## config.mk

```make
export PLATFORM = sky130hd
export DESIGN_NAME = jtdm_cordic
export DESIGN_NICKNAME = d
export VERILOG_FILES = /design/src/sv/jtdm_pkg.sv /design/src/sv/jtdm_cordic.sv
export SDC_FILE = /design/constraint.sdc
export NUM_CORES = 2
export LEC_CHECK = 0
export BUFFER_PORTS_ARGS = -buffer_cell sky130_fd_sc_hd__buf_4
export CAP_MARGIN = 10
export CORE_AREA = 2 2 462 464
export CTS_BUF_LIST = sky130_fd_sc_hd__clkbuf_2
export CTS_CLUSTER_SIZE = 24
export DETAILED_ROUTE_END_ITERATION = 8
export DIE_AREA = 0 0 464 466
export PLACE_DENSITY_LB_ADDON = 0.3
export SLEW_MARGIN = 20
export SYNTH_ARGS = -nofsm -noshare
export SYNTH_HDL_FRONTEND = slang
export SYNTH_SLANG_ARGS = --single-unit
```

## constraint.sdc

```tcl
create_clock -name clk -period 3.8 [get_ports clk]
set_input_delay 0.95 -clock clk [delete_from_list [all_inputs] [get_ports clk]]
set_output_delay 0.95 -clock clk [all_outputs]
set_load 0.01 [all_outputs]
```

## src/sv/jtdm_pkg.sv

```systemverilog
// ----------------------------------------------------------------------------
// jtdm_pkg: shared types and constants of the tank drive mixer
// Widths, angle constants, arctangent table and register codes.
// ----------------------------------------------------------------------------
package jtdm_pkg;

	// default parameter values
	localparam int CORDIC_STEPS_DEF = 16;
	localparam int ANGLE_FRAC_DEF   = 13;

	// fixed field widths
	localparam int RAW_W  = 11;
	localparam int DB_W   = 10;
	localparam int ATT_W  = 13;
	localparam int CFG_DW = 13;
	localparam int CMD_W  = 13;
	localparam int SPD_W  = 8;

	// internal widths
	localparam int XW        = RAW_W + 1;      // centred stick axis
	localparam int SQ_W      = 2 * RAW_W + 1;  // x*x + y*y
	localparam int ROOT_BITS = 24;             // root of (x*x + y*y) << 24
	localparam int CW        = 32;             // cordic vector width
	localparam int PRESCALE  = 16;             // cordic input scaling
	localparam int BW        = 27;             // base vector, Q.12
	localparam int UNIT_FRAC = 12;             // Q.12 scaling
	localparam int CMD_SHIFT = 36;             // Q.36 to integer

	// pipeline depths
	localparam int MAX_STEPS = 24;             // rotation stages in cordic
	localparam int CORE_LAT  = MAX_STEPS + 1;  // cordic with its pre-rotation
	localparam int TAIL_LAT  = 7;
	localparam int LATENCY   = 1 + CORE_LAT + TAIL_LAT;

	// speed = |axis| / 10 via reciprocal
	localparam int SPD_MUL   = 3277;
	localparam int SPD_SHIFT = 15;

	// atan(2^-i) scaled by 2^30
	localparam longint ATAN30 [MAX_STEPS] = '{
		64'd843314857, 64'd497837829, 64'd263043837, 64'd133525159, 64'd67021687,
		64'd33543516, 64'd16775851, 64'd8388437, 64'd4194283, 64'd2097149,
		64'd1048576, 64'd524288, 64'd262144, 64'd131072, 64'd65536, 64'd32768,
		64'd16384, 64'd8192, 64'd4096, 64'd2048, 64'd1024, 64'd512, 64'd256, 64'd128
	};

	localparam longint HALF_PI_30  = 64'd1686629713;
	localparam longint SNAP0_30    = 64'd53687091;
	localparam longint SNAP_LIM_30 = 64'd3328599654;
	localparam longint PI_SET_30   = 64'd3373256577;
	localparam longint C157_30     = 64'd1685774664;

	// register indexes
	typedef enum logic [1:0] {
		REG_STICK_CENTER = 2'd0,
		REG_FIRE_DEADBAND = 2'd1,
		REG_MIN_ATT = 2'd2
	} cfg_reg_t;

	// monitor stick results
	typedef struct packed {
		logic             up;
		logic             down;
		logic             left;
		logic             right;
		logic [SPD_W-1:0] tilt;
		logic [SPD_W-1:0] pan;
	} mon_t;

	// round a 2^30 scaled angle to the angle format
	function automatic longint to_angle(longint v30, int frac);
		int s;
		s = 30 - frac;
		return (v30 + (longint'(1) << (s - 1))) >>> s;
	endfunction

endpackage

```

## src/sv/jtdm_cordic.sv

```systemverilog
// ----------------------------------------------------------------------------
// jtdm_cordic: pipelined vectoring cordic
// Gives atan2(x, y) from straight ahead; one stage per rotation.
// ----------------------------------------------------------------------------
module jtdm_cordic #(
	parameter int STEPS = jtdm_pkg::CORDIC_STEPS_DEF,
	parameter int FRAC  = jtdm_pkg::ANGLE_FRAC_DEF
) (
	input  logic                               clk,
	input  logic signed [jtdm_pkg::XW-1:0]     x,
	input  logic signed [jtdm_pkg::XW-1:0]     y,
	output logic signed [FRAC+2:0]             angle
);
	import jtdm_pkg::*;

	localparam int ZW = FRAC + 3;
	localparam logic signed [ZW-1:0] Z_HALF = ZW'(to_angle(HALF_PI_30, FRAC));

	logic signed [CW-1:0] cx_s [0:MAX_STEPS];
	logic signed [CW-1:0] cy_s [0:MAX_STEPS];
	logic signed [ZW-1:0] z_s  [0:MAX_STEPS];
	logic                 zero_s [0:MAX_STEPS];

	logic signed [CW-1:0] wx, wy, cx0, cy0;
	logic signed [ZW-1:0] z0;

	// pre-rotation into the right half plane
	always_comb begin
		wx  = CW'(y) <<< PRESCALE;
		wy  = CW'(x) <<< PRESCALE;
		cx0 = wx;
		cy0 = wy;
		z0  = '0;
		if (wx[CW-1]) begin
			if (!wy[CW-1]) begin
				cx0 = wy;
				cy0 = -wx;
				z0  = Z_HALF;
			end else begin
				cx0 = -wy;
				cy0 = wx;
				z0  = -Z_HALF;
			end
		end
	end

	always_ff @(posedge clk) begin
		cx_s[0]   <= cx0;
		cy_s[0]   <= cy0;
		z_s[0]    <= z0;
		zero_s[0] <= (x == '0) && (y == '0);
	end

	// rotation stages, unused ones pass through
	for (genvar i = 0; i < MAX_STEPS; i++) begin : g_stage
		localparam logic signed [ZW-1:0] DA = ZW'(to_angle(ATAN30[i], FRAC));
		if (i < STEPS) begin : g_rot
			always_ff @(posedge clk) begin
				if (!cy_s[i][CW-1]) begin
					cx_s[i+1] <= cx_s[i] + (cy_s[i] >>> i);
					cy_s[i+1] <= cy_s[i] - (cx_s[i] >>> i);
					z_s[i+1]  <= z_s[i] + DA;
				end else begin
					cx_s[i+1] <= cx_s[i] - (cy_s[i] >>> i);
					cy_s[i+1] <= cy_s[i] + (cx_s[i] >>> i);
					z_s[i+1]  <= z_s[i] - DA;
				end
			end
		end else begin : g_pass
			always_ff @(posedge clk) begin
				cx_s[i+1] <= cx_s[i];
				cy_s[i+1] <= cy_s[i];
				z_s[i+1]  <= z_s[i];
			end
		end
		always_ff @(posedge clk) begin
			zero_s[i+1] <= zero_s[i];
		end
	end

	// centred stick gives angle zero
	assign angle = zero_s[MAX_STEPS] ? '0 : z_s[MAX_STEPS];

endmodule

```

==> results by group <==
Run status
  – Status: finished, violations left
  – Failing checks: setup timing

Synthesis
  – Syn Area/Cell: 8.58 um2
  – FFs w/ async S/R, synth: 0%
  – Synth warnings: 0
  – Post-synthesis register bit count: 1108
  – Mapped Cells: between 8000 and 9000
  – Post-synthesis instance area: approximately 74000 um2
  – Predominant post-synthesis flop cell: dfxtp_1
  – Sequential-to-total area share from yosys stat: approximately 30%
  – Number of flops mapped to enable cells by yosys: 0
  – Distinct cells, synth: 100

Worst hold path
  – Hold WC Path Type: in -> reg

STA
  – Post-route clock period utilization: 105%
  – Final setup skew: 0.175 ns
  – Measured slew at the worst slew-check pin: 1.24 ns
  – Final-report setup violation count: 5
  – Slew headroom: 17.0%
  – Final Critical Period: between 3 and 4 ns
  – Setup ws final: -0.171 ns
  – Final Hold Viols: 0
  – Slew Limit Fails: 0
  – RSZ-0062 raised after global routing: yes
  – Max frequency: approximately 250 MHz

Die
  – Num rows: approximately 170
  – Die W: 464 um
  – Core area: around 210000 um2
  – Die area: between 200000 and 250000 um2
  – Initial Util: between 30% and 40%
  – Top Ports: 41
  – Die height: approximately 470 um

Final layout
  – Commonest non-fill, non-tap cell in the layout: buf_4
  – Finished Core Util: 44.4%
  – Nets: between 10000 and 15000
  – Share of post-route cells with drive strength above 1: a little under a quarter
  – Area growth syn-to-layout: 27.2%
  – Leading cell types in the layout, fill and taps excluded: buf_4 (1279), dfxtp_1 (1057), ha_1 (910), nor2_1 (824), xnor2_1 (745)
  – Fill count: around 21000

Setup path
  – WP data required: 5.45 ns
  – Worst path arrival time: ~5.6 ns
  – Worst r2r dst: cx_s[0][319]
  – Critical path origin: cy_s[1][18]
  – Crit start category: register
  – R2r worst-path depth: 16
  – Flop2flop setup slack: -0.17 ns
  – Reg-to-reg critical path startpoint: cy_s[1][18]
  – Crit Path Max Fanout: 4
  – Crit. End Element: register
  – End of the critical path: cx_s[0][319]
  – Crit path kind: reg -> reg

Place
  – IO buf count: 40
  – RD Place Congestion: ~0.93
  – DP HPWL: 177 mm

Clocking
  – H-tree levels: 5
  – CTS Buf Count: a little over 300
  – CTS tree: yes
  – Clock Root Buffer: clkbuf_2
  – Clock buffer depth: 4
  – CTS Sinks: roughly 1100
  – Worst-path clk slew: roughly 0.080 ns
  – Worst skew pair latency: 1.82 ns

Detailed routing
  – Vias: 66248
  – Initial DRC count: between 2000 and 3000
  – WL final: between 200 and 250 mm
  – Post-route ant nets: 0
  – Drc violations: 0
  – Vias/cell: around 5
  – Detailed-route wire length per cell: roughly 17 um
  – Drt first pass iters: 6

Global route
  – First-pass GRT wire length: approximately 340 mm
  – Initial antenna violation count: 14
  – Vias in the first global route: roughly 66000
  – Largest net degree at the start of global routing: 49
  – Total Routing Usage GR: 19.6%
  – Gr ovfl total: 0

Run
  – Max-cap violations: 0
sequential cells by signal, summed over array words and instances, names as in the netlist:
signal / count
cy_s: 370
cx_s: 352
z_s: 361
zero_s: 25
area by class of cell:
class	instances	area (um2)	area share [%]
multi-input cells	6900	52500	56.0
flip-flops and latches	1108	22300	23.7
repair buffers	1407	11000	11.7
well taps	2821	3530	3.77
clock buffers	393	1970	2.10
inverters	429	1620	1.73
clock inverters	125	801	0.855
diodes	21	52.6	0.0561
metal layers:
metal,share of wire [%],GRT usage (%),wire [um],up-vias
met1,40,21.1,87800,30622
met5,0.0059,0,13,-
met3,3.2,2.66,6980,631
met4,7.1,13.7,15600,2
met2,50,35.3,110000,1322
li1,-,-,-,33671
cells in the mapped netlist (18+ instances only):
master	number	area, um2
or4_1	28	210
nand2_1	463	1740
o21bai_1	108	811
o21a_1	85	638
nor3b_1	18	135
mux2_2	36	405
inv_1	425	1600
or3_1	59	369
nor4_1	76	475
nor2_1	855	3210
ha_1	946	11800
a21boi_0	51	383
a211o_1	19	166
nand4_1	64	400
o31ai_1	34	255
nor3_1	256	1280
nand2b_1	110	688
o21ai_0	385	1930
a31oi_1	94	588
dfxtp_1	1108	22200
o211ai_1	29	218
o2111ai_1	18	158
clkbuf_1	124	465
xor2_1	455	3990
a21o_1	294	2210
nor2b_1	151	945
buf_1	22	82.6
or2_2	37	231
nand3_1	117	586
a211oi_1	50	375
fa_1	34	681
and3_1	55	344
o41ai_1	50	438
a31o_2	22	193
a21oi_1	831	4160
and2_1	50	313
xnor2_1	762	6670
mux2i_1	24	240
critical path, stage by stage, from the launching register on:
cell and delay (ns):
dfxtp_2 0.33, or4_4 0.52, or3_4 0.43, nor2b_4 0.16, a21oi_1 0.09, xnor2_1 0.14
ha_1 0.33, inv_1 0.09, o21ai_1 0.07, a21o_1 0.17, a21oi_2 0.14, o21bai_2 0.10
and2_4 0.15, o32a_1 0.38, a31o_2 0.22, or4_1 0.40, and3_1 0.16
repair_timing:
action	CTS	global route
resized for setup	204	569
hold buffers	95	0
hold endpoints to repair	30	0
setup endpoints to repair	133	204
pin swaps	95	353
buffers inserted	38	106
logic make-up after synthesis:
group / after synthesis / share of synthesized area [%]
other: 1 / 0.00509
and+or+nand+nor: 2398 / 15.5
xor gates and xnor gates: 1217 / 14.5
adders and majority gates: 980 / 17.0
AOI/OAI and AO/OA: 2241 / 19.1
buffers and inverters: 581 / 2.98
DFF: 1108 / 30.1
muxes: 60 / 0.876
worst min path at each step:
stage / slack, ns / from / end / depth (start not counted)
2_1_floorplan: 0.31 / z_s[0][84] / z_s[0][100] / 0
6_report: 0.26 / y[11] / cy_s[0][26] / 4
4_1_cts: 0.009 / y[11] / cy_s[0][26] / 4
3_3_place_gp: 0.31 / zero_s[0][5] / zero_s[0][6] / 0
5_1_grt: 0.08 / y[11] / cy_s[0][26] / 4
3_5_place_dp: 0.31 / z_s[2][97] / z_s[2][113] / 0
stage by stage:
stage	hold WS (ns)	setup slack, ns	cells	TNS, ns	instance area (um2)
after floorplan	0.310	-0.161	8589	-0.273	73800
after global placement	0.309	-0.424	12436	-7.57	85600
after detailed placement	0.312	-0.399	12436	-10.17	85600
after CTS	0.00870	-0.152	13087	-0.362	90400
after global routing	0.0778	-0.338	13201	-6.19	93700
final	0.256	-0.171	13204	-0.398	93700
Power is left out: the tool's default activity adds up to more than one toggle a clock period on the data nets, which glitch-free logic cannot reach.
