### config.mk
export PLATFORM = sky130hd
export DESIGN_NAME = jtdm_isqrt
export DESIGN_NICKNAME = d
export VERILOG_FILES = /design/src/sv/jtdm_pkg.sv /design/src/sv/jtdm_isqrt.sv
export SDC_FILE = /design/constraint.sdc
export NUM_CORES = 2
export LEC_CHECK = 0
export ABC_AREA = 1
export BUFFER_PORTS_ARGS = -buffer_cell sky130_fd_sc_hd__buf_2
export CORE_ASPECT_RATIO = 1.75
export CORE_UTILIZATION = 55
export CTS_CLUSTER_DIAMETER = 50
export CTS_CLUSTER_SIZE = 12
export DETAILED_ROUTE_END_ITERATION = 10
export PLACE_DENSITY = 0.71
export SLEW_MARGIN = 20
export SYNTH_ARGS = -nofsm -noshare
export SYNTH_HDL_FRONTEND = slang
export SYNTH_SLANG_ARGS = --single-unit
### constraint.sdc
create_clock -name clk -period 2.35 [get_ports clk]
set_input_delay 0.235 -clock clk [delete_from_list [all_inputs] [get_ports clk]]
set_output_delay 0.235 -clock clk [all_outputs]
set_load 0.05 [all_outputs]
### src/sv/jtdm_pkg.sv
// ----------------------------------------------------------------------------
// jtdm_pkg: shared types and constants of the tank drive mixer
// Widths, angle constants, arctangent table and register codes.
// ----------------------------------------------------------------------------
package jtdm_pkg;

	// default parameter values
	localparam int CORDIC_STEPS_DEF = 16;
	localparam int ANGLE_FRAC_DEF   = 13;

	// fixed field widths
	localparam int RAW_W  = 11;
	localparam int DB_W   = 10;
	localparam int ATT_W  = 13;
	localparam int CFG_DW = 13;
	localparam int CMD_W  = 13;
	localparam int SPD_W  = 8;

	// internal widths
	localparam int XW        = RAW_W + 1;      // centred stick axis
	localparam int SQ_W      = 2 * RAW_W + 1;  // x*x + y*y
	localparam int ROOT_BITS = 24;             // root of (x*x + y*y) << 24
	localparam int CW        = 32;             // cordic vector width
	localparam int PRESCALE  = 16;             // cordic input scaling
	localparam int BW        = 27;             // base vector, Q.12
	localparam int UNIT_FRAC = 12;             // Q.12 scaling
	localparam int CMD_SHIFT = 36;             // Q.36 to integer

	// pipeline depths
	localparam int MAX_STEPS = 24;             // rotation stages in cordic
	localparam int CORE_LAT  = MAX_STEPS + 1;  // cordic with its pre-rotation
	localparam int TAIL_LAT  = 7;
	localparam int LATENCY   = 1 + CORE_LAT + TAIL_LAT;

	// speed = |axis| / 10 via reciprocal
	localparam int SPD_MUL   = 3277;
	localparam int SPD_SHIFT = 15;

	// atan(2^-i) scaled by 2^30
	localparam longint ATAN30 [MAX_STEPS] = '{
		64'd843314857, 64'd497837829, 64'd263043837, 64'd133525159, 64'd67021687,
		64'd33543516, 64'd16775851, 64'd8388437, 64'd4194283, 64'd2097149,
		64'd1048576, 64'd524288, 64'd262144, 64'd131072, 64'd65536, 64'd32768,
		64'd16384, 64'd8192, 64'd4096, 64'd2048, 64'd1024, 64'd512, 64'd256, 64'd128
	};

	localparam longint HALF_PI_30  = 64'd1686629713;
	localparam longint SNAP0_30    = 64'd53687091;
	localparam longint SNAP_LIM_30 = 64'd3328599654;
	localparam longint PI_SET_30   = 64'd3373256577;
	localparam longint C157_30     = 64'd1685774664;

	// register indexes
	typedef enum logic [1:0] {
		REG_STICK_CENTER = 2'd0,
		REG_FIRE_DEADBAND = 2'd1,
		REG_MIN_ATT = 2'd2
	} cfg_reg_t;

	// monitor stick results
	typedef struct packed {
		logic             up;
		logic             down;
		logic             left;
		logic             right;
		logic [SPD_W-1:0] tilt;
		logic [SPD_W-1:0] pan;
	} mon_t;

	// round a 2^30 scaled angle to the angle format
	function automatic longint to_angle(longint v30, int frac);
		int s;
		s = 30 - frac;
		return (v30 + (longint'(1) << (s - 1))) >>> s;
	endfunction

endpackage

### src/sv/jtdm_isqrt.sv
// ----------------------------------------------------------------------------
// jtdm_isqrt: pipelined integer square root
// Root of (x*x + y*y) << 24, one result bit per stage.
// ----------------------------------------------------------------------------
module jtdm_isqrt (
	input  logic                              clk,
	input  logic [jtdm_pkg::SQ_W-1:0]         sum_sq,
	output logic [jtdm_pkg::ROOT_BITS-1:0]    root
);
	import jtdm_pkg::*;

	localparam int NW  = 2 * ROOT_BITS;
	localparam int RMW = ROOT_BITS + 2;
	localparam int TW  = RMW + 2;

	logic [ROOT_BITS-1:0] root_s [0:ROOT_BITS-1];
	logic [RMW-1:0]       rem_s  [0:ROOT_BITS-1];
	logic [NW-1:0]        n_s    [0:ROOT_BITS-1];

	for (genvar k = 0; k < ROOT_BITS; k++) begin : g_bit
		logic [ROOT_BITS-1:0] r_in;
		logic [RMW-1:0]       rem_in;
		logic [NW-1:0]        n_in;
		logic [TW-1:0]        trial, test;

		if (k == 0) begin : g_first
			assign r_in   = '0;
			assign rem_in = '0;
			assign n_in   = {{(NW-SQ_W-ROOT_BITS){1'b0}}, sum_sq, {ROOT_BITS{1'b0}}};
		end else begin : g_next
			assign r_in   = root_s[k-1];
			assign rem_in = rem_s[k-1];
			assign n_in   = n_s[k-1];
		end

		// trial subtract of 4r+1
		assign trial = {rem_in, n_in[NW-1:NW-2]};
		assign test  = {{(TW-ROOT_BITS-2){1'b0}}, r_in, 2'b01};

		always_ff @(posedge clk) begin
			n_s[k] <= n_in << 2;
			if (trial >= test) begin
				rem_s[k]  <= RMW'(trial - test);
				root_s[k] <= {r_in[ROOT_BITS-2:0], 1'b1};
			end else begin
				rem_s[k]  <= RMW'(trial);
				root_s[k] <= {r_in[ROOT_BITS-2:0], 1'b0};
			end
		end
	end

	assign root = root_s[ROOT_BITS-1];

endmodule

==> metrics.md <==
| Metric | Value |
|---|---|
| Result of the run | finished, final reports clean |
| Die Outline Area | 0.0970 mm2 |
| Drt first pass iters | 8 |
| TNS Setup | 0 ns |
| Number of global-route vias before repair | 50,000 |
| Min Hold Slack | 0.158 ns |
| Core box area | 0.0945 mm2 |
| Clock Pin Slew Worst Setup and Hold Paths | 0.06 ns |
| Global-route wire length before repair | 264,000 um |
| Maximum number of pins on one net before global-route repair | 31 |
| Power after layout | a little under 60 mW |
| Die width | 236 um |
| Hold Path Cell Cnt | 2 |
| IO Pins | between 40 and 50 |
| Cell variety after synth | 53 |
| Largest area contributor in the synthesized netlist | sky130_fd_sc_hd__dfxtp_1 |
| Worst clock skew | 0.0337 ns |
| Signal arrival time at the worst endpoint | 2.90 ns |
| Highest ir drop seen on vdd | 0.752 mV |
| Starting Density | 0.557 |
| Post-Synthesis Cell Area | 0.0526 mm2 |
| Count of filler cells inserted in the layout | 9,061 |
| Most frequent cell on the critical path | sky130_fd_sc_hd__nand2_1 |
| PD cells | slightly below 1000 mW/mm2 |
| Final standard cell count with taps included and fillers excluded | between 9,000 and 10,000 |
| CTS buffer count | 103 |
| Ratio of cells with drive above 1 in the final layout | 0.0828 |
| H-tree level count | 3 |
| Setup repair after global routing missed its margin | yes |
| Post-route DRC | 0 |
| Final non-filler cell area | just under 0.06 mm2 |
| Placement row count | 149 |
| Minimum period implied by the final worst setup slack | 2.33 ns |
| Main synth FF type | sky130_fd_sc_hd__dfxtp_1 |
| PortBufs | 47 |
| Slew Limit Fails | 0 |
| Post-synth net total | 8,308 |
| Relative max-transition margin | 0.598 |
| Cell area reported after detailed placement | 0.0557 mm2 |
| Clock latency of the later-clocked register in the worst-skew pair | roughly 0.72 ns |
| WP data required | 2.93 ns |
| Worst path setup slack after routing | between 0.02 and 0.025 ns |
| Total number of vias | 49,500 |
| Fraction of registers with async set or reset after synthesis | 0 |
| Vias per std cell | 5.18 |
| Most area-consuming cells after synthesis | sky130_fd_sc_hd__dfxtp_1 (37%), sky130_fd_sc_hd__nand2_1 (20%), sky130_fd_sc_hd__inv_1 (10%) |
| Worst setup EP type | flop |
| Area used by multi-input combinational logic | 0.0271 mm2 |
| Maximum single-stage delay on the critical path | roughly 0.37 ns |
| Post-synthesis cell count | 7,972 |
| Number of antenna cells inserted | 0 |
| Cell count of the worst reg-to-reg path | 14 |
| Clock sink total | 979 |
| Remaining number of nets flagged by the antenna check after routing | 0 |
| Overflow left after global routing | 0 |
| DIE HEIGHT | roughly 410 um |
| Top post-synthesis cells by count | sky130_fd_sc_hd__nand2_1 (2,789), sky130_fd_sc_hd__inv_1 (1,422), sky130_fd_sc_hd__dfxtp_1 (979) |
| Number of flops mapped to enable cells by yosys | 0 |
| Final core area utilization | 0.628 |
| Maximum number of buffers from clock root to sink | 3 |
| Number of endpoints with negative hold slack in the final report | 0 |
| Min-delay worst type | input pin to flop |
| Post-synthesis sequential area ratio | 0.372 |
| Sum of routed wire length over all layers | 174,000 um |
| Pre-CTS setup slack | -0.460 ns |
| Startpoint kind of the worst setup timing path | flop |
| HPWL reported at the end of detailed placement | 143,000 um |
| Area added between synthesis and finish | 12.8% |
| Max Clk Rate | 429 MHz |
| Share of the synthesized area in the top cell type | 0.372 |
| Number of warnings issued by yosys | 0 |
| Antenna violations before repair | 2 |
| Net count, final | about 8,600 |
| Least-Margin Pin Slew | just under 0.6 ns |
| Gpl congestion | 1.01 |
| Highest fanout seen on the critical path | 18 |
| Sequential cell area | 0.0196 mm2 |
| Detailed Route Iter0 Violations | 2,393 |
| GRT Overall Usage | 0.357 |
| Flop2flop setup slack | 0.02 ns |
| Cell at the slowest stage of the critical path | sky130_fd_sc_hd__ha_1 |
| Routed wire length per instance | 18.2 um |
| Type of the worst setup path | flop to flop |
| Clock root buffer | sky130_fd_sc_hd__clkbuf_16 |
| Total of max-cap violations | 0 |
| Fin crit share | 0.991 |
| Register bit total from synthesis | 979 |
| Cell-by-cell listing of the critical path | inv_1, ha_1, nand2_1, inv_1, nand2_1, nand2_1, nand2_1, nand2_1, nor2_2, o21ai_4, buf_4, inv_8, nand2_1, o21ai_4 |
| Post-Syn Area per Cell | roughly 6.6 um2 |
| CTS tree | built |
| Number of cells after detailed placement | between 9,000 and 10,000 |
| Leak pwr | 32.8 nW |
| Leading cell type by number of instances after synthesis | sky130_fd_sc_hd__nand2_1 |
| Number of setup violations in the final report | 0 |
[cell type report]
class | count | share of cell area
tap | 1208 | 0.0255
clock buffer | 110 | 0.0449
multi-input combinational | 5431 | 0.457
clock inverter | 30 | 0.00740
inverter | 1498 | 0.0952
sequential | 979 | 0.330
timing repair buffer | 288 | 0.0394
[final timing paths]
path	startpoint	end
max	root_s[0][73]	rem_s[4][1]
min	sum_sq[17]	n_s[0][41]
max reg2reg	root_s[0][73]	rem_s[4][1]
min reg2reg	n_s[5][42]	n_s[6][44]
[cells in the final DEF (no fill, tap or decap), types with 6 or more instances in the layout]
cell                               n
sky130_fd_sc_hd__a21oi_1         244
sky130_fd_sc_hd__a21oi_2          45
sky130_fd_sc_hd__and2_1           20
sky130_fd_sc_hd__and3_1            6
sky130_fd_sc_hd__buf_12           18
sky130_fd_sc_hd__buf_2            47
sky130_fd_sc_hd__buf_4           196
sky130_fd_sc_hd__bufinv_16         7
sky130_fd_sc_hd__clkbuf_16       105
sky130_fd_sc_hd__dfxtp_1         961
sky130_fd_sc_hd__dfxtp_2          17
sky130_fd_sc_hd__dlygate4sd3_1    23
sky130_fd_sc_hd__fa_1              6
sky130_fd_sc_hd__ha_1            297
sky130_fd_sc_hd__inv_1          1422
sky130_fd_sc_hd__inv_2            63
sky130_fd_sc_hd__inv_4             7
sky130_fd_sc_hd__inv_6             7
sky130_fd_sc_hd__nand2_1        2784
sky130_fd_sc_hd__nand2_2          31
sky130_fd_sc_hd__nand3_1         507
sky130_fd_sc_hd__nand3_2          10
sky130_fd_sc_hd__nand3b_1         76
sky130_fd_sc_hd__nand4_1         130
sky130_fd_sc_hd__nor2_1          695
sky130_fd_sc_hd__nor2_2           32
sky130_fd_sc_hd__nor2_4           12
sky130_fd_sc_hd__nor3_1           63
sky130_fd_sc_hd__o21ai_0          75
sky130_fd_sc_hd__o21ai_1          99
sky130_fd_sc_hd__o21ai_2          22
sky130_fd_sc_hd__o21ai_4           6
sky130_fd_sc_hd__o21bai_1          9
sky130_fd_sc_hd__or2_1             6
sky130_fd_sc_hd__or2_2            15
sky130_fd_sc_hd__xnor2_1         108
sky130_fd_sc_hd__xor2_1           86
[registers in the layout, summed over array words and instances (netlist names)]
name,cells
n_s,132
root_s,300
rem_s,547
[critical path: cells and delay by family, from the launching register on]
family,cells,cell delay (ns)
AND/OR/NAND/NOR,7,0.79
buffers and inverters,4,0.41
AO/OA/AOI/OAI,2,0.22
flip-flops,1,0.36
adder cells (fa/ha/maj),1,0.37
[logic make-up (layout without fill, tap and decap cells)]
family                     after synthesis  in the layout  synth area share
and+or+nand+nor                       4406           4407             0.348
AOI/OAI and AO/OA                      515            515            0.0544
adders and majority gates              312            312            0.0757
DFF                                    979            979             0.372
xor gates and xnor gates               196            196            0.0326
other                                    1              1         0.0000712
buffers and inverters                 1563           1926             0.117
[per-layer routing]
metal,global-route usage,vias up,wire (um)
met5,0,-,23
met4,0.406,4,22300
met3,0.0472,837,5950
met2,0.705,1356,93900
met1,0.274,22200,51800
li1,-,25000,-
[report_power, final]
group / total [mW] / internal [mW] / switching [mW]
Sequential: 23.2 / 19.8 / 3.42
Clock: 15.7 / 8.88 / 6.82
Combinational: 18.9 / 6.41 / 12.5
[repair_timing]
action | in CTS | in global routing
pin swaps | 1 | 8
gates cloned | 1 | 0
resized for setup | 33 | 60
setup endpoints to repair | 54 | 140
hold buffers | 23 | 0
buffers inserted | 0 | 10
endpoints found under the hold margin | 23 | 0
Note: power is estimated with default switching activity, not from simulation.
